File: config.mk
export PLATFORM = sky130hd
export DESIGN_NAME = temperature_alarm_blinker
export DESIGN_NICKNAME = d
export VERILOG_FILES = /design/src/design/tab_pkg.sv /design/src/design/temperature_alarm_blinker.sv /design/src/design/tab_avg.sv /design/src/design/tab_celsius.sv /design/src/design/tab_core.sv
export SDC_FILE = /design/constraint.sdc
export NUM_CORES = 1
export LEC_CHECK = 0
export BUFFER_PORTS_ARGS = -buffer_cell sky130_fd_sc_hd__buf_2
export CELL_PAD_IN_SITES_DETAIL_PLACEMENT = 1
export CELL_PAD_IN_SITES_GLOBAL_PLACEMENT = 2
export CORE_ASPECT_RATIO = 0.8
export CORE_UTILIZATION = 39
export DETAILED_ROUTE_END_ITERATION = 8
export GPL_TIMING_DRIVEN = 0
export HOLD_SLACK_MARGIN = 0.06
export PLACE_DENSITY_LB_ADDON = 0.1
export SLEW_MARGIN = 0
export SYNTH_ARGS = -nofsm -noshare
export SYNTH_HDL_FRONTEND = slang
export SYNTH_HIERARCHICAL = 1
export SYNTH_SLANG_ARGS = --single-unit
File: constraint.sdc
create_clock -name clk -period 15.16 [get_ports clk]
set_clock_uncertainty 0.05 [all_clocks]
set_input_delay 3.032 -clock clk [delete_from_list [all_inputs] [get_ports clk]]
set_output_delay 3.032 -clock clk [all_outputs]
set_load 0.02 [all_outputs]
File: src/design/tab_pkg.sv
// ----------------------------------------------------------------------------
// tab_pkg: shared types and constants
// Widths, conversion constants, blink periods, result record and the small
// constant tables behind the block-average divider.
// ----------------------------------------------------------------------------
package tab_pkg;

  localparam int ADC_W   = 10;
  localparam int TEMP_W  = 8;
  localparam int BLINK_W = 13;
  localparam int SPER_W  = 14;
  localparam int ADC_MAX = (1 << ADC_W) - 1;

  // samples averaged per block while the alarm is raised
  localparam int BLOCK_SAMPLES = 6;
  localparam int CNT_W = $clog2(BLOCK_SAMPLES);
  localparam int SUM_W = $clog2(BLOCK_SAMPLES * ADC_MAX + 1);

  // divider split: sum = hi * 2**LO_W + lo
  localparam int LO_W  = 6;
  localparam int HI_W  = SUM_W - LO_W;
  localparam int IDX_W = LO_W + 1;

  // Q16 conversion: (adc * SLOPE - OFFSET) >> 16
  localparam int PROD_W = ADC_W + 15;
  localparam logic [14:0]       SLOPE_Q16  = 15'd27069;
  localparam logic [PROD_W-1:0] OFFSET_Q16 = PROD_W'(18202395);

  localparam logic [TEMP_W-1:0]  THRESH_RST = 8'd20;
  localparam logic [BLINK_W-1:0] PER_RST    = 13'd8191;  // 10999 saturated
  localparam logic [BLINK_W-1:0] PER_NRM_A  = 13'd7199;
  localparam logic [BLINK_W-1:0] PER_NRM_B  = 13'd4799;
  localparam logic [BLINK_W-1:0] PER_ALM_A  = 13'd2399;
  localparam logic [BLINK_W-1:0] PER_ALM_B  = 13'd3599;
  localparam logic [SPER_W-1:0]  SPER_NRM   = 14'd14000;
  localparam logic [SPER_W-1:0]  SPER_ALM   = 14'd4800;

  localparam logic CMD_SAMPLE = 1'b0;
  localparam logic CMD_TICK   = 1'b1;

  typedef struct packed {
    logic [SPER_W-1:0]  sample_period;
    logic [BLINK_W-1:0] blink_period;
    logic               led_second;
    logic               led_first;
    logic [TEMP_W-1:0]  temperature_c;
    logic               alarm_active;
  } res_t;

  typedef logic [2**HI_W-1:0][SUM_W-1:0]  qhi_tab_t;
  typedef logic [2**HI_W-1:0][CNT_W-1:0]  rhi_tab_t;
  typedef logic [2**IDX_W-1:0][IDX_W-1:0] qlo_tab_t;

  function automatic qhi_tab_t gen_qhi();
    qhi_tab_t t;
    for (int i = 0; i < 2**HI_W; i++) begin
      t[i] = SUM_W'((i << LO_W) / BLOCK_SAMPLES);
    end
    return t;
  endfunction

  function automatic rhi_tab_t gen_rhi();
    rhi_tab_t t;
    for (int i = 0; i < 2**HI_W; i++) begin
      t[i] = CNT_W'((i << LO_W) % BLOCK_SAMPLES);
    end
    return t;
  endfunction

  function automatic qlo_tab_t gen_qlo();
    qlo_tab_t t;
    for (int i = 0; i < 2**IDX_W; i++) begin
      t[i] = IDX_W'(i / BLOCK_SAMPLES);
    end
    return t;
  endfunction

  localparam qhi_tab_t QHI_TAB = gen_qhi();
  localparam rhi_tab_t RHI_TAB = gen_rhi();
  localparam qlo_tab_t QLO_TAB = gen_qlo();

endpackage

File: src/design/temperature_alarm_blinker.sv
// ----------------------------------------------------------------------------
// temperature_alarm_blinker: sensor alarm with LED blink pattern
// Converts ADC samples to degrees C, raises and clears an over-temperature
// alarm, and steps a two-phase LED pattern on each blink-timer tick.
// ----------------------------------------------------------------------------
//  channel | dir | beat contents
//  --------+-----+------------------------------------------------------------
//  in_     | in  | tuser: command; tdata: adc_sample
//  out_    | out | tdata: alarm, temperature, LEDs, blink and sample periods
//  cfg_    | in  | cfg_data: alarm_threshold (always ready)
//
//  One beat per clock sustained while the result register is drained. An
//  input beat is captured in the input register at the accepting edge;
//  once the result register is free it passes through the converter, the
//  block divider and the state update into the result register, which
//  drives out_tvalid. Synchronous active-low reset; threshold resets to
//  20 C, blink period to 8191. A stalled result holds both registers; the
//  input register still takes a beat while the result register is full but
//  being drained.
// ----------------------------------------------------------------------------
module temperature_alarm_blinker (
  input  logic        clk,
  input  logic        rst_n,
  input  logic        in_tvalid,
  output logic        in_tready,
  input  logic [15:0] in_tdata,   // [9:0] adc_sample, [15:10] zero
  input  logic        in_tuser,   // [0] command
  output logic        out_tvalid,
  input  logic        out_tready,
  output logic [39:0] out_tdata,  // [0] alarm_active, [8:1] temperature_c,
                                  // [9] led_first, [10] led_second,
                                  // [23:11] blink_period, [37:24] sample_period,
                                  // [39:38] zero
  input  logic        cfg_valid,
  output logic        cfg_ready,
  input  logic [7:0]  cfg_data
);
  import tab_pkg::*;

  logic              s1_vld_r;
  logic              s1_cmd_r;
  logic [ADC_W-1:0]  s1_adc_r;
  logic              out_vld_r;
  res_t              out_r;
  logic [TEMP_W-1:0] thresh_r;
  res_t              res;
  logic              out_load;
  logic              in_load;

  // result register frees when empty or drained this cycle
  assign out_load  = s1_vld_r && (!out_vld_r || out_tready);
  assign in_tready = !s1_vld_r || out_load;
  assign in_load   = in_tvalid && in_tready;
  assign cfg_ready = 1'b1;

  always_ff @(posedge clk) begin
    if (!rst_n) begin
      thresh_r <= THRESH_RST;
    end else if (cfg_valid) begin
      thresh_r <= cfg_data;
    end
  end

  // input register
  always_ff @(posedge clk) begin
    if (!rst_n) begin
      s1_vld_r <= 1'b0;
    end else if (in_tready) begin
      s1_vld_r <= in_tvalid;
    end
  end

  always_ff @(posedge clk) begin
    if (in_load) begin
      s1_cmd_r <= in_tuser;
      s1_adc_r <= in_tdata[ADC_W-1:0];
    end
  end

  tab_core u_core (
    .clk       (clk),
    .rst_n     (rst_n),
    .advance   (out_load),
    .cmd       (s1_cmd_r),
    .adc       (s1_adc_r),
    .threshold (thresh_r),
    .res       (res)
  );

  // result register
  always_ff @(posedge clk) begin
    if (!rst_n) begin
      out_vld_r <= 1'b0;
    end else if (out_load) begin
      out_vld_r <= 1'b1;
    end else if (out_tready) begin
      out_vld_r <= 1'b0;
    end
  end

  always_ff @(posedge clk) begin
    if (out_load) begin
      out_r <= res;
    end
  end

  assign out_tvalid = out_vld_r;
  assign out_tdata  = {2'b00, out_r};

  // sample period follows the alarm flag
  a_sper: assert property (@(posedge clk) disable iff (!rst_n)
    out_tvalid |-> (out_tdata[0] ? (out_tdata[37:24] == SPER_ALM)
                                 : (out_tdata[37:24] == SPER_NRM)))
    else $error("sample period disagrees with alarm state");

  // LED pattern and blink period come from the same phase
  a_blink: assert property (@(posedge clk) disable iff (!rst_n)
    out_tvalid |->
      ((out_tdata[10:9] == 2'b01) && (out_tdata[23:11] == PER_NRM_A)) ||
      ((out_tdata[10:9] == 2'b10) && (out_tdata[23:11] == PER_NRM_B)) ||
      ((out_tdata[10:9] == 2'b11) && (out_tdata[23:11] == PER_ALM_A)) ||
      ((out_tdata[10:9] == 2'b00) && (out_tdata[23:11] == PER_ALM_B)) ||
      ((out_tdata[10:9] == 2'b00) && (out_tdata[23:11] == PER_RST)))
    else $error("LED drive and blink period out of step");

  // a held input beat only ever waits on a full, stalled result register
  a_stall: assert property (@(posedge clk) disable iff (!rst_n)
    !in_tready |-> (s1_vld_r && out_vld_r && !out_tready))
    else $error("input stalled without downstream backpressure");

  // an accepted beat always sits in the input register the cycle after it is taken
  a_flow: assert property (@(posedge clk) disable iff (!rst_n)
    in_load |=> s1_vld_r)
    else $error("accepted beat lost from input register");

endmodule

File: src/design/tab_avg.sv
// ----------------------------------------------------------------------------
// tab_avg: block average
// Integer sum / BLOCK_SAMPLES by three table lookups and two adds.
// ----------------------------------------------------------------------------
module tab_avg (
  input  logic [tab_pkg::SUM_W-1:0] sum,
  output logic [tab_pkg::ADC_W-1:0] avg
);
  import tab_pkg::*;

  logic [HI_W-1:0]  hi;
  logic [LO_W-1:0]  lo;
  logic [IDX_W-1:0] idx;
  logic [SUM_W-1:0] quo;

  assign hi  = sum[SUM_W-1:LO_W];
  assign lo  = sum[LO_W-1:0];
  // remainder of the high part folds into the low part
  assign idx = {1'b0, lo} + IDX_W'(RHI_TAB[hi]);
  assign quo = QHI_TAB[hi] + SUM_W'(QLO_TAB[idx]);
  // a full block never exceeds BLOCK_SAMPLES * ADC_MAX
  assign avg = quo[ADC_W-1:0];

endmodule

File: src/design/tab_celsius.sv
// ----------------------------------------------------------------------------
// tab_celsius: ADC code to degrees C
// Q16 slope and offset, clamped at zero, saturated at full scale.
// ----------------------------------------------------------------------------
module tab_celsius (
  input  logic [tab_pkg::ADC_W-1:0]  adc,
  output logic [tab_pkg::TEMP_W-1:0] temp
);
  import tab_pkg::*;

  logic [PROD_W-1:0]    prod;
  logic [PROD_W-1:0]    diff;
  logic [PROD_W-17:0]   whole;

  assign prod  = PROD_W'(adc) * PROD_W'(SLOPE_Q16);
  assign diff  = prod - OFFSET_Q16;
  assign whole = diff[PROD_W-1:16];

  always_comb begin
    if (prod <= OFFSET_Q16) begin
      temp = '0;
    end else if (whole > (PROD_W-16)'({TEMP_W{1'b1}})) begin
      temp = '1;
    end else begin
      temp = whole[TEMP_W-1:0];
    end
  end

endmodule

File: src/design/tab_core.sv
// ----------------------------------------------------------------------------
// tab_core: alarm and blink state
// Holds the block state and works out the next state and the result for
// one item in a single pass.
// ----------------------------------------------------------------------------
module tab_core (
  input  logic                       clk,
  input  logic                       rst_n,
  input  logic                       advance,
  input  logic                       cmd,
  input  logic [tab_pkg::ADC_W-1:0]  adc,
  input  logic [tab_pkg::TEMP_W-1:0] threshold,
  output tab_pkg::res_t              res
);
  import tab_pkg::*;

  logic               alarm_r, alarm_nxt;
  logic               phase_r, phase_nxt;
  logic [SUM_W-1:0]   sum_r, sum_nxt;
  logic [CNT_W-1:0]   cnt_r, cnt_nxt;
  logic [TEMP_W-1:0]  temp_r, temp_nxt;
  logic [1:0]         led_r, led_nxt;
  logic [BLINK_W-1:0] per_r, per_nxt;

  logic [SUM_W-1:0]   sum_add;
  logic [ADC_W-1:0]   avg;
  logic [ADC_W-1:0]   conv_in;
  logic [TEMP_W-1:0]  conv_t;

  assign sum_add = sum_r + SUM_W'(adc);
  assign conv_in = alarm_r ? avg : adc;

  tab_avg u_avg (
    .sum (sum_add),
    .avg (avg)
  );

  tab_celsius u_cel (
    .adc  (conv_in),
    .temp (conv_t)
  );

  always_comb begin
    alarm_nxt = alarm_r;
    phase_nxt = phase_r;
    sum_nxt   = sum_r;
    cnt_nxt   = cnt_r;
    temp_nxt  = temp_r;
    led_nxt   = led_r;
    per_nxt   = per_r;
    case (cmd)
      CMD_SAMPLE: begin
        if (!alarm_r) begin
          temp_nxt = conv_t;
          if (conv_t > threshold) begin
            alarm_nxt = 1'b1;
            sum_nxt   = '0;
            cnt_nxt   = '0;
          end
        end else if (cnt_r == CNT_W'(BLOCK_SAMPLES - 1)) begin
          temp_nxt = conv_t;
          sum_nxt  = '0;
          cnt_nxt  = '0;
          if (conv_t < threshold) begin
            alarm_nxt = 1'b0;
          end
        end else begin
          sum_nxt = sum_add;
          cnt_nxt = cnt_r + CNT_W'(1);
        end
      end
      CMD_TICK: begin
        phase_nxt = ~phase_r;
        case ({alarm_r, phase_r})
          2'b00:   begin led_nxt = 2'b01; per_nxt = PER_NRM_A; end
          2'b01:   begin led_nxt = 2'b10; per_nxt = PER_NRM_B; end
          2'b10:   begin led_nxt = 2'b11; per_nxt = PER_ALM_A; end
          default: begin led_nxt = 2'b00; per_nxt = PER_ALM_B; end
        endcase
      end
      default: ;
    endcase
  end

  always_ff @(posedge clk) begin
    if (!rst_n) begin
      alarm_r <= 1'b0;
      phase_r <= 1'b0;
      sum_r   <= '0;
      cnt_r   <= '0;
      temp_r  <= '0;
      led_r   <= 2'b00;
      per_r   <= PER_RST;
    end else if (advance) begin
      alarm_r <= alarm_nxt;
      phase_r <= phase_nxt;
      sum_r   <= sum_nxt;
      cnt_r   <= cnt_nxt;
      temp_r  <= temp_nxt;
      led_r   <= led_nxt;
      per_r   <= per_nxt;
    end
  end

  always_comb begin
    res.alarm_active  = alarm_nxt;
    res.temperature_c = temp_nxt;
    res.led_first     = led_nxt[0];
    res.led_second    = led_nxt[1];
    res.blink_period  = per_nxt;
    res.sample_period = alarm_nxt ? SPER_ALM : SPER_NRM;
  end

endmodule

==> out/qor.json, run 1 <==
{
  "status": "finished, final reports clean",
  "drt_drc_violations_left": 0,
  "synth_top_area_frac": 0.151,
  "finalHoldViolCount": 0,
  "postSynthRegisterBits": 100,
  "synthAdderAreaFrac": 0.247,
  "arrival_ns": 14.50,
  "actual_slew_at_the_worst_max_slew_pin_ns": 1.32,
  "combinational_family_with_the_most_area_after_synthesis": "adder cells",
  "cts.reportedPaths.clkPinSlew_ns": 0.07,
  "clock_sinks": 100,
  "synth.yosys.seq_area_share": 0.255,
  "worstPathRequired_ns": 15.35,
  "fmax_mhz": 69.9,
  "route.detailed.vias_per_inst": 5.28,
  "multi_input_comb_area_um2": 6680,
  "async_reset_ff_frac": 0,
  "first_iter_violations": 278,
  "wire_per_inst_um": 17.3,
  "fin_crit_sh": 0.944,
  "antenna_found_initial": 0,
  "fp.dieH_um": 143,
  "min_from": "u_core/per_r[3]$_SDFFE_PN1P_",
  "number_of_global_route_vias_before_repair": 8011,
  "std_cell_rows": 51,
  "path_buf_inv": 10,
  "mappedNetlistArea_um2": 9760,
  "route.vias.total": 7792,
  "core_area_um2": 24400,
  "grtUsageTotal": 0.209,
  "cp_class": "flop to flop",
  "r2r.worst_path.cells": 61,
  "dp.final_hpwl_um": 20800,
  "clock_insertion_delay_worst_skew_ns": 0.34,
  "synthCells": 1066,
  "critical-path-max-stage-delay_ns": 0.58,
  "drv_slew": 0,
  "antenna_cells": 0,
  "overall_overflow_remaining_after_global_route": 0,
  "hold_end": "u_core/per_r[3]$_SDFFE_PN1P_",
  "cts_made_buffers": 9,
  "rrSetupSlack_ns": 0.86,
  "timing.max_slew.rel_slack": 0.111,
  "finalWirelength_um": 25600,
  "place_worst_setup_slack_ns": -0.257,
  "timing.hold.ws_ns": 0.396,
  "tritoncts": "done",
  "crit_path_top_delay_cell": "sky130_fd_sc_hd__fa_1",
  "post-route-min-period_ns": 14.30,
  "final_instance_count_excl_fillers": 1477,
  "placed_cells_incl_taps": 1455,
  "clock_tree.root_cell": "sky130_fd_sc_hd__clkbuf_16",
  "hold_path.class": "flop to flop",
  "synth.avg_cell_area_um2": 9.16,
  "critical-path-top-delay-family": "adder cells",
  "synthTopCellsByArea": "sky130_fd_sc_hd__edfxtp_1, sky130_fd_sc_hd__ha_1, sky130_fd_sc_hd__dfxtp_1",
  "finalWeightedCongestion": 0.795,
  "detailedRoute.firstPassIterationCount": 4,
  "timing.critical_path.fanout_max": 10,
  "synth-main-ff-cell": "sky130_fd_sc_hd__dfxtp_1",
  "fillCellCount": 2840,
  "io_buffer_count": 62,
  "synth-compound-area-share": 0.181,
  "timing.final.setup_violations": 0,
  "synth_simple_gate_area_frac": 0.156,
  "finish.utilization": 0.453,
  "htreeDepth": 3,
  "setup.worst_path.end_class": "flop",
  "detail-route-antenna-nets": 0,
  "min_delay_path_depth": 1,
  "grt_first_pass_wirelength_um": 42300,
  "r2r-end": "u_core/sum_r[10]$_SDFFE_PN0P_",
  "count_of_flip_flops_with_a_built_in_enable_after_synthesis": 49,
  "syn_to_final_growth_pct": 13.3,
  "design.portCount": 73,
  "synthMuxAreaShare": 0.0423,
  "drv_cap": 0,
  "cts.path.max_buffers": 2,
  "post_synth_xor_area_fraction": 0.0322,
  "total_number_of_nets_in_the_final_design": 1346,
  "yosys_warnings": 6,
  "area_of_the_die_um2": 25700,
  "initial_utilization": 0.399,
  "r2r_start": "s1_adc_r[0]$_DFFE_PP_",
  "post_route_cells_drive_above_1_share": 0.180,
  "setup_slack_ns": 0.856,
  "yosys.cell_types.count": 90,
  "grt_start_max_net_pins": 27,
  "die_w_um": 179,
  "timing.critical_path.from_type": "flop",
  "post-synth-top-area-cell": "sky130_fd_sc_hd__edfxtp_1",
  "final-seq-area_um2": 2490,
  "postCtsHoldBufs": 0
}
-- cells by family after synthesis --
group | count (synthesis)
adders and majority gates | 162
other | 4
DFF | 100
muxes | 38
and+or+nand+nor | 292
buffers and inverters | 184
xor gates and xnor gates | 35
AOI/OAI and AO/OA | 251
-- cells in the final DEF (no fill, tap or decap), drive strengths merged, types with 18 or more instances in the layout --
cell / instances
nor2b: 26
ha: 111
clkbuf: 28
fa: 51
mux2: 20
buf: 110
inv: 127
nand2: 78
o211ai: 18
xnor2: 27
mux2i: 18
a21oi: 72
nor2: 55
nand3: 18
o21ai: 51
edfxtp: 49
dfxtp: 51
-- Yosys cell counts (all sizes together), types with 18 or more instances --
cell,number
a21oi,72
buf,40
clkbuf,20
dfxtp,51
edfxtp,49
fa,51
ha,111
inv,124
mux2,20
mux2i,18
nand2,78
nand3,18
nor2,55
nor2b,26
o211ai,18
o21ai,51
xnor2,27
-- through the flow --
| step | instance area, um^2 | TNS (ns) |
|---|---|---|
| floorplan | 9790 | 0 |
| global placement | 10500 | -1.64 |
| detailed placement | 10500 | -2.86 |
| CTS | 10800 | 0 |
| global route | 11100 | -0.115 |
| finish | 11100 | 0 |
-- area by class of cell --
cell class              instances  share of cell area
plain buffers                  59              0.0328
clock buffers                   9              0.0204
clock inverters                 7             0.00532
inverters                     124              0.0421
multi-input cells             790               0.604
flip-flops and latches        100               0.225
well taps                     318              0.0360
repair buffers                 70              0.0346
-- how the worst max path moves through the flow --
stage | cells past startpoint | startpoint | slack (ns) | end
after global routing | 61 | s1_adc_r[0]$_DFFE_PP_ | -0.03 | u_core/sum_r[0]$_SDFFE_PN0P_
after detailed placement | 56 | s1_adc_r[3]$_DFFE_PP_ | -0.26 | u_core/sum_r[10]$_SDFFE_PN0P_
after floorplan | 58 | s1_adc_r[3]$_DFFE_PP_ | 2.24 | u_core/sum_r[10]$_SDFFE_PN0P_
final | 61 | s1_adc_r[0]$_DFFE_PP_ | 0.86 | u_core/sum_r[10]$_SDFFE_PN0P_
after CTS | 61 | s1_adc_r[0]$_DFFE_PP_ | 0.004 | u_core/sum_r[10]$_SDFFE_PN0P_
after global placement | 56 | s1_adc_r[3]$_DFFE_PP_ | -0.19 | u_core/sum_r[10]$_SDFFE_PN0P_
-- routing by layer --
layer | up-vias | track usage | share of wire
met2 | 94 | 0.306 | 0.42
met5 | - | 0 | 0
met1 | 3764 | 0.330 | 0.55
li1 | 3914 | - | -
met3 | 20 | 0.0228 | 0.024
met4 | 0 | 0.0321 | 0.011
-- sequential cells by signal (all words and copies together) (netlist names) --
name,flops
out_tdata,38
thresh_r,8
s1_adc_r,10
s1_vld_r,1
u_core/led_r,2
s1_cmd_r,1
u_core/cnt_r,3
out_tvalid,1
u_core/alarm_r,1
u_core/temp_r,8
u_core/sum_r,13
u_core/per_r,13
u_core/phase_r,1
-- timing repair --
| action | CTS | global route |
|---|---|---|
| gates cloned | 0 | 0 |
| pin swaps | 0 | 5 |
| resized for setup | 6 | 40 |
| endpoints found under the setup margin | 21 | 23 |
| buffers inserted | 0 | 7 |
Power of run 1 is not shown: default switching activity piles up to over one toggle a cycle in this logic, so the estimate is an artifact.
==> run 2: changes to the inputs <==
RECOVER_POWER = 25   (was not set)
==> out/qor.json, run 2 (same netlist as run 1, synthesis figures left out) <==
{
  "overall_overflow_remaining_after_global_route": {"value": 0, "change": "unchanged"},
  "finalWeightedCongestion": {"value": 0.795, "change": "unchanged"},
  "timing.critical_path.from_type": "flop",
  "wire_per_inst": {"value": 17.3, "unit": "um", "change": "about the same"},
  "io_buffer_count": {"value": 62, "change": "unchanged"},
  "detailedRoute.firstPassIterationCount": {"value": 4, "change": "unchanged"},
  "antenna_found_initial": {"value": 0, "change": "unchanged"},
  "area_of_the_die": {"value": 25700, "unit": "um^2", "change": "unchanged"},
  "fmax": {"value": 69.9, "unit": "MHz", "change": "about the same"},
  "min_delay_path_depth": {"value": 1, "change": "unchanged"},
  "drv_slew": {"value": 0, "change": "unchanged"},
  "most-common-layout-cells": "sky130_fd_sc_hd__inv_1, sky130_fd_sc_hd__ha_1, sky130_fd_sc_hd__nand2_1",
  "number_of_global_route_vias_before_repair": {"value": 8011, "change": "unchanged"},
  "first_iter_violations": {"value": 274, "change": "-1.4%"},
  "detail-route-antenna-nets": {"value": 0, "change": "unchanged"},
  "finalWirelength": {"value": 25600, "unit": "um", "change": "about the same"},
  "grt_first_pass_wirelength": {"value": 42300, "unit": "um", "change": "unchanged"},
  "r2r.worst_path.cells": {"value": 61, "change": "unchanged"},
  "path_buf_inv": {"value": 10, "change": "unchanged"},
  "critical-path-max-stage-delay": {"value": 0.58, "unit": "ns", "change": "about the same"},
  "post-route-min-period": {"value": 14.31, "unit": "ns", "change": "+0.00576 ns"},
  "fin_crit_sh": {"value": 0.944, "change": "about the same"},
  "drv_cap": {"value": 0, "change": "unchanged"},
  "antenna_cells": {"value": 0, "change": "unchanged"},
  "route.detailed.vias_per_inst": {"value": 5.29, "change": "+0.35%"},
  "layout_commonest_cell": "sky130_fd_sc_hd__inv_1",
  "place_worst_setup_slack": {"value": -0.257, "unit": "ns", "change": "unchanged"},
  "dp.final_hpwl": {"value": 20800, "unit": "um", "change": "unchanged"},
  "cts.reportedPaths.clkPinSlew": {"value": 0.07, "unit": "ns", "change": "about the same"},
  "clock_insertion_delay_worst_skew": {"value": 0.34, "unit": "ns", "change": "about the same"},
  "post_route_cells_drive_above_1_share": {"value": 0.173, "change": "-0.00690"},
  "cts.path.max_buffers": {"value": 2, "change": "unchanged"},
  "setup_slack": {"value": 0.851, "unit": "ns", "change": "-0.00576 ns"},
  "timing.max_slew.rel_slack": {"value": 0.0782, "change": "-0.0332"},
  "cts_made_buffers": {"value": 9, "change": "unchanged"},
  "worstPathRequired": {"value": 15.35, "unit": "ns", "change": "about the same"},
  "postCtsHoldBufs": {"value": 0, "change": "unchanged"},
  "timing.critical_path.fanout_max": {"value": 10, "change": "unchanged"},
  "design.portCount": {"value": 73, "change": "unchanged"},
  "drt_drc_violations_left": {"value": 0, "change": "unchanged"},
  "setup.worst_path.end_class": "flop",
  "finalHoldViolCount": {"value": 0, "change": "unchanged"},
  "route.vias.total": {"value": 7819, "change": "+0.35%"},
  "cp_class": "flop to flop",
  "crit_path_top_delay_cell": "sky130_fd_sc_hd__fa_1",
  "htreeDepth": {"value": 3, "change": "unchanged"},
  "std_cell_rows": {"value": 51, "change": "unchanged"},
  "layout_cell_area_excl_fill": {"value": 11000, "unit": "um^2", "change": "-0.15%"},
  "status": "finished, final reports clean",
  "final_instance_count_excl_fillers": {"value": 1477, "change": "unchanged"},
  "die_w": {"value": 179, "unit": "um", "change": "unchanged"},
  "clock_tree.root_cell": "sky130_fd_sc_hd__clkbuf_16",
  "actual_slew_at_the_worst_max_slew_pin": {"value": 1.38, "unit": "ns", "change": "+0.0609 ns"},
  "timing.hold.ws": {"value": 0.396, "unit": "ns", "change": "-0.000497 ns"},
  "initial_utilization": {"value": 0.399, "change": "unchanged"},
  "fp.dieH": {"value": 143, "unit": "um", "change": "unchanged"},
  "grt_start_max_net_pins": {"value": 27, "change": "unchanged"},
  "core_area": {"value": 24400, "unit": "um^2", "change": "unchanged"},
  "critical-path-top-delay-family": "adder cells",
  "clock_sinks": {"value": 100, "change": "unchanged"},
  "place_area": {"value": 10500, "unit": "um^2", "change": "unchanged"},
  "grtUsageTotal": {"value": 0.209, "change": "unchanged"},
  "arrival": {"value": 14.50, "unit": "ns", "change": "about the same"},
  "timing.final.setup_violations": {"value": 0, "change": "unchanged"},
  "total_number_of_nets_in_the_final_design": {"value": 1346, "change": "unchanged"},
  "placed_cells_incl_taps": {"value": 1455, "change": "unchanged"},
  "worst-path-stages": {"value": 61, "change": "unchanged"},
  "largest_reg_flops": {"value": 38, "change": "unchanged"},
  "tritoncts": "done",
  "syn_to_final_growth_pct": 13.2,
  "hold_path.class": "flop to flop"
}
[run 2: changes by cell type in the layout (fill, tap and decap cells not counted)]
cell | before | now
sky130_fd_sc_hd__buf_2 | 76 | 70
sky130_fd_sc_hd__clkbuf_1 | 17 | 24
sky130_fd_sc_hd__clkbuf_2 | 2 | 1
sky130_fd_sc_hd__nor2b_1 | 25 | 26
sky130_fd_sc_hd__nor2b_4 | 1 | 0
[run 2: worst paths after layout]
kind	from	endpoint	slack [ns]
min	u_core/per_r[1]$_SDFFE_PN1P_	u_core/per_r[1]$_SDFFE_PN1P_	0.40
max reg2reg	s1_adc_r[0]$_DFFE_PP_	u_core/sum_r[10]$_SDFFE_PN0P_	0.85
min reg2reg	u_core/per_r[1]$_SDFFE_PN1P_	u_core/per_r[1]$_SDFFE_PN1P_	0.40
max	s1_adc_r[0]$_DFFE_PP_	u_core/sum_r[10]$_SDFFE_PN0P_	0.85
[run 2: area by class of cell]
type / count / area [um^2]
fillers: 2838 / 13400
repair buffers: 70 / 375
multi-input cells: 790 / 6670
plain buffers: 59 / 362
flip-flops and latches: 100 / 2490
well taps: 318 / 398
clock buffers: 9 / 225
clock inverters: 7 / 58.8
inverters: 124 / 465
[run 2: repair_timing]
| action | CTS | global route |
|---|---|---|
| setup endpoints to repair | 21 | 23 |
| setup buffers | 0 | 7 |
| gates cloned | 0 | 0 |
| resized for setup | 6 | 40 |
| pin swaps | 0 | 5 |
[run 2: worst register-to-register path: cells and delay by family (launching register included)]
kind	cells	cell delay [ns]
xor gates and xnor gates	2	0.42
and+or+nand+nor	13	2.49
DFF	1	0.36
adders and majority gates	13	5.21
buffers and inverters	10	1.06
muxes	3	0.81
AOI/OAI and AO/OA	20	3.74
[run 2: metrics by stage]
| stage | TNS (ns) | util |
|---|---|---|
| final | 0 | 0.452 |
| after global routing | -0.115 | 0.452 |
| after CTS | 0 | 0.443 |
| after detailed placement | -2.86 | 0.431 |
| after global placement | -1.64 | 0.430 |
| after floorplan | 0 | - |
[run 2: metal layers]
| layer | vias to the layer above | track usage | wire [um] |
|---|---|---|---|
| met5 | - | 0 | 0 |
| met2 | 102 | 0.306 | 10700 |
| met3 | 18 | 0.0228 | 645 |
| met1 | 3790 | 0.330 | 13900 |
| li1 | 3909 | - | - |
| met4 | 0 | 0.0321 | 295 |
Power of run 2 is left out for the same reason.
==> run 3: changes to the inputs <==
ABC_CLOCK_PERIOD_IN_PS = 14930   (was not set)
CORE_UTILIZATION = 38   (was 39)
SYNTH_HIERARCHICAL = not set   (was 1)
clock period = 14.93 ns   (was 15.16 ns; I/O delays follow)
==> out/qor.json, run 3 <==
{
  "overall_overflow_remaining_after_global_route": {"value": 0, "change": "unchanged"},
  "cts_made_buffers": {"value": 9, "change": "unchanged"},
  "async_reset_ff_frac": {"value": 0, "change": "unchanged"},
  "die_w": {"value": 175, "unit": "um", "change": "-2.2%"},
  "io_buffer_count": {"value": 52, "change": "-16%"},
  "synthCells": {"value": 1038, "change": "-2.6%"},
  "rrSetupSlack": {"value": 0.53, "unit": "ns", "change": "-0.32 ns"},
  "status": "finished, final reports clean",
  "post-synth-top-area-cell": "sky130_fd_sc_hd__ha_1",
  "synth_top_area_frac": {"value": 0.150, "change": "-0.000879"},
  "grt_start_max_net_pins": {"value": 35, "change": "+30%"},
  "grtUsageTotal": {"value": 0.210, "change": "+0.00112"},
  "min_delay_path_depth": {"value": 1, "change": "unchanged"},
  "drv_cap": {"value": 0, "change": "unchanged"},
  "fp.dieH": {"value": 140, "unit": "um", "change": "-2.2%"},
  "synth.avg_cell_area": {"value": 8.77, "unit": "um^2", "change": "-4.3%"},
  "timing.final.setup_violations": {"value": 0, "change": "unchanged"},
  "tns": {"value": 0, "unit": "ns", "change": "unchanged"},
  "cts.path.max_buffers": {"value": 2, "change": "unchanged"},
  "largest_reg_flops": {"value": 25, "change": "-34%"},
  "layout_commonest_cell": "sky130_fd_sc_hd__inv_1",
  "yosys.cell_types.count": {"value": 87, "change": "-3.3%"},
  "synth-main-ff-cell": "sky130_fd_sc_hd__dfxtp_1",
  "route.vias.total": {"value": 7663, "change": "-2.0%"},
  "crit_path_top_delay_cell": "sky130_fd_sc_hd__or4_4",
  "grt_first_pass_wirelength": {"value": 40900, "unit": "um", "change": "-3.5%"},
  "route.detailed.vias_per_inst": {"value": 5.22, "change": "-1.3%"},
  "actual_slew_at_the_worst_max_slew_pin": {"value": 0.968, "unit": "ns", "change": "-0.412 ns"},
  "wire_per_inst": {"value": 17.5, "unit": "um", "change": "+1.0%"},
  "timing.max_slew.rel_slack": {"value": 0.355, "change": "+0.276"},
  "timing.critical_path.fanout_max": {"value": 6, "change": "-4"},
  "first_iter_violations": {"value": 314, "change": "+15%"},
  "number_of_global_route_vias_before_repair": {"value": 7617, "change": "-4.9%"},
  "setup.worst_path.end_class": "flop",
  "finalWirelength": {"value": 25700, "unit": "um", "change": "+0.36%"},
  "drv_slew": {"value": 0, "change": "unchanged"},
  "timing.critical_path.from_type": "flop",
  "clock_insertion_delay_worst_skew": {"value": 0.36, "unit": "ns", "change": "+0.02 ns"},
  "clock_sinks": {"value": 87, "change": "-13%"},
  "detailedRoute.firstPassIterationCount": {"value": 4, "change": "unchanged"},
  "htreeDepth": {"value": 3, "change": "unchanged"},
  "mappedNetlistArea": {"value": 9100, "unit": "um^2", "change": "-6.8%"},
  "postCtsHoldBufs": {"value": 0, "change": "unchanged"},
  "std_cell_rows": {"value": 50, "change": "-2.0%"},
  "fillCellCount": {"value": 2718, "change": "-4.2%"},
  "detail-route-antenna-nets": {"value": 0, "change": "unchanged"},
  "cp_common_cell": "sky130_fd_sc_hd__a21o_1",
  "min_from": "u_core.per_r[2]$_SDFFE_PN1P_",
  "cp_class": "flop to flop",
  "total_number_of_nets_in_the_final_design": {"value": 1337, "change": "-0.67%"},
  "dp.final_hpwl": {"value": 20300, "unit": "um", "change": "-2.4%"},
  "count_of_flip_flops_with_a_built_in_enable_after_synthesis": {"value": 36, "change": "-27%"},
  "r2r.worst_path.cells": {"value": 69, "change": "+13%"},
  "hold_path.class": "flop to flop",
  "finalHoldViolCount": {"value": 0, "change": "unchanged"},
  "most-common-layout-cells": "sky130_fd_sc_hd__inv_1, sky130_fd_sc_hd__ha_1, sky130_fd_sc_hd__nand2_1",
  "area_of_the_die": {"value": 24600, "unit": "um^2", "change": "-4.3%"},
  "r2r_start": "s1_adc_r[0]$_DFFE_PP_",
  "postSynthRegisterBits": {"value": 87, "change": "-13%"},
  "synthTopCellsByArea": "sky130_fd_sc_hd__ha_1, sky130_fd_sc_hd__edfxtp_1, sky130_fd_sc_hd__dfxtp_1",
  "r2r-end": "u_core.cnt_r[2]$_SDFFE_PN0P_",
  "finish.utilization": {"value": 0.465, "change": "+0.0130"},
  "fin_crit_sh": {"value": 0.965, "change": "+0.0207"},
  "core_area": {"value": 23500, "unit": "um^2", "change": "-4.0%"},
  "finalWeightedCongestion": {"value": 0.819, "change": "+3.0%"},
  "worstPathRequired": {"value": 15.13, "unit": "ns", "change": "-0.22 ns"},
  "post_route_cells_drive_above_1_share": {"value": 0.216, "change": "+0.0422"},
  "initial_utilization": {"value": 0.388, "change": "-0.0115"},
  "critPathLaunch": "s1_adc_r[0]$_DFFE_PP_",
  "arrival": {"value": 14.60, "unit": "ns", "change": "+0.10 ns"},
  "path_buf_inv": {"value": 10, "change": "unchanged"},
  "antenna_found_initial": {"value": 1, "change": "+1"},
  "hold_end": "u_core.per_r[2]$_SDFFE_PN1P_",
  "yosys_warnings": {"value": 0, "change": "-6"},
  "antenna_cells": {"value": 0, "change": "unchanged"},
  "cts.reportedPaths.clkPinSlew": {"value": 0.08, "unit": "ns", "change": "about the same"},
  "tritoncts": "done",
  "critical-path-max-stage-delay": {"value": 0.57, "unit": "ns", "change": "about the same"},
  "syn_to_final_growth_pct": 19.9,
  "clock_tree.root_cell": "sky130_fd_sc_hd__clkbuf_16",
  "drt_drc_violations_left": {"value": 0, "change": "unchanged"},
  "ys_top_cells_by_count": "sky130_fd_sc_hd__inv_1, sky130_fd_sc_hd__ha_1, sky130_fd_sc_hd__nand2_1",
  "synth.yosys.seq_area_share": {"value": 0.231, "change": "-0.0244"},
  "yosys.cell_count.top_type": "sky130_fd_sc_hd__inv_1",
  "post-route-min-period": {"value": 14.40, "unit": "ns", "change": "+0.0914 ns"},
  "critical-path-top-delay-family": "compound AO/OA/AOI/OAI gates",
  "design.portCount": {"value": 73, "change": "unchanged"},
  "fmax": {"value": 69.4, "unit": "MHz", "change": "-0.63%"}
}
==> run 3: cells by family after synthesis <==
| logic type | after synthesis | share of synthesized area |
|---|---|---|
| muxes | 17 | 0.0198 |
| DFF | 87 | 0.231 |
| and+or+nand+nor | 277 | 0.156 |
| other | 2 | 0.000825 |
| xor gates and xnor gates | 47 | 0.0452 |
| adders and majority gates | 162 | 0.261 |
| buffers and inverters | 189 | 0.0866 |
| AOI/OAI and AO/OA | 257 | 0.200 |
==> run 3: worst max-delay path by stage <==
stage	slack, ns	cells past startpoint	to
finish	0.53	69	u_core.cnt_r[2]$_SDFFE_PN0P_
global route	-0.15	73	u_core.cnt_r[2]$_SDFFE_PN0P_
detailed placement	-1.98	68	u_core.sum_r[6]$_SDFFE_PN0P_
floorplan	0.88	70	u_core.sum_r[8]$_SDFFE_PN0P_
CTS	0.05	66	u_core.sum_r[6]$_SDFFE_PN0P_
global placement	-1.76	68	u_core.sum_r[6]$_SDFFE_PN0P_
==> run 3: cell type report <==
type / count / area (um^2) / area share
Buffer: 47 / 269 / 0.0247
Multi-Input combinational cell: 772 / 6760 / 0.619
Timing Repair Buffer: 91 / 548 / 0.0502
Sequential cell: 87 / 2100 / 0.193
Clock inverter: 7 / 81.3 / 0.00746
Clock buffer: 9 / 225 / 0.0206
Inverter: 142 / 536 / 0.0491
Tap cell: 312 / 390 / 0.0358
==> run 3: per-stage QoR <==
stage / setup WS (ns) / std cells / area [um^2] / hold WS (ns)
2_1_floorplan: 0.876 / 1048 / 9140 / 0.359
3_3_place_gp: -1.76 / 1412 / 9790 / 0.369
3_5_place_dp: -1.98 / 1412 / 9790 / 0.378
4_1_cts: 0.0537 / 1439 / 10400 / 0.398
5_1_grt: -0.147 / 1467 / 10900 / 0.421
6_report: 0.529 / 1467 / 10900 / 0.392
==> run 3: repair_timing <==
action	in CTS	in global routing
buffers inserted	11	28
endpoints found under the hold margin	0	0
pin swaps	8	53
endpoints found under the setup margin	25	19
gates resized for setup	37	80
==> run 3: worst register-to-register path, delay by kind of cell, from the launching register on <==
family	cells	cell delay [ns]
DFF	1	0.44
adders and majority gates	14	4.49
buffers and inverters	10	0.95
AOI/OAI and AO/OA	24	4.71
muxes	1	0.19
and+or+nand+nor	18	3.12
xor gates and xnor gates	2	0.31
==> run 3: metal layers <==
metal / track usage / routed length, um / vias to the layer above
met2: 0.312 / 11000 / 111
met1: 0.325 / 13600 / 3718
met5: 0 / 13 / -
met3: 0.0250 / 941 / 13
li1: - / - / 3819
met4: 0.0384 / 174 / 2
Power of run 3 is left out for the same reason.
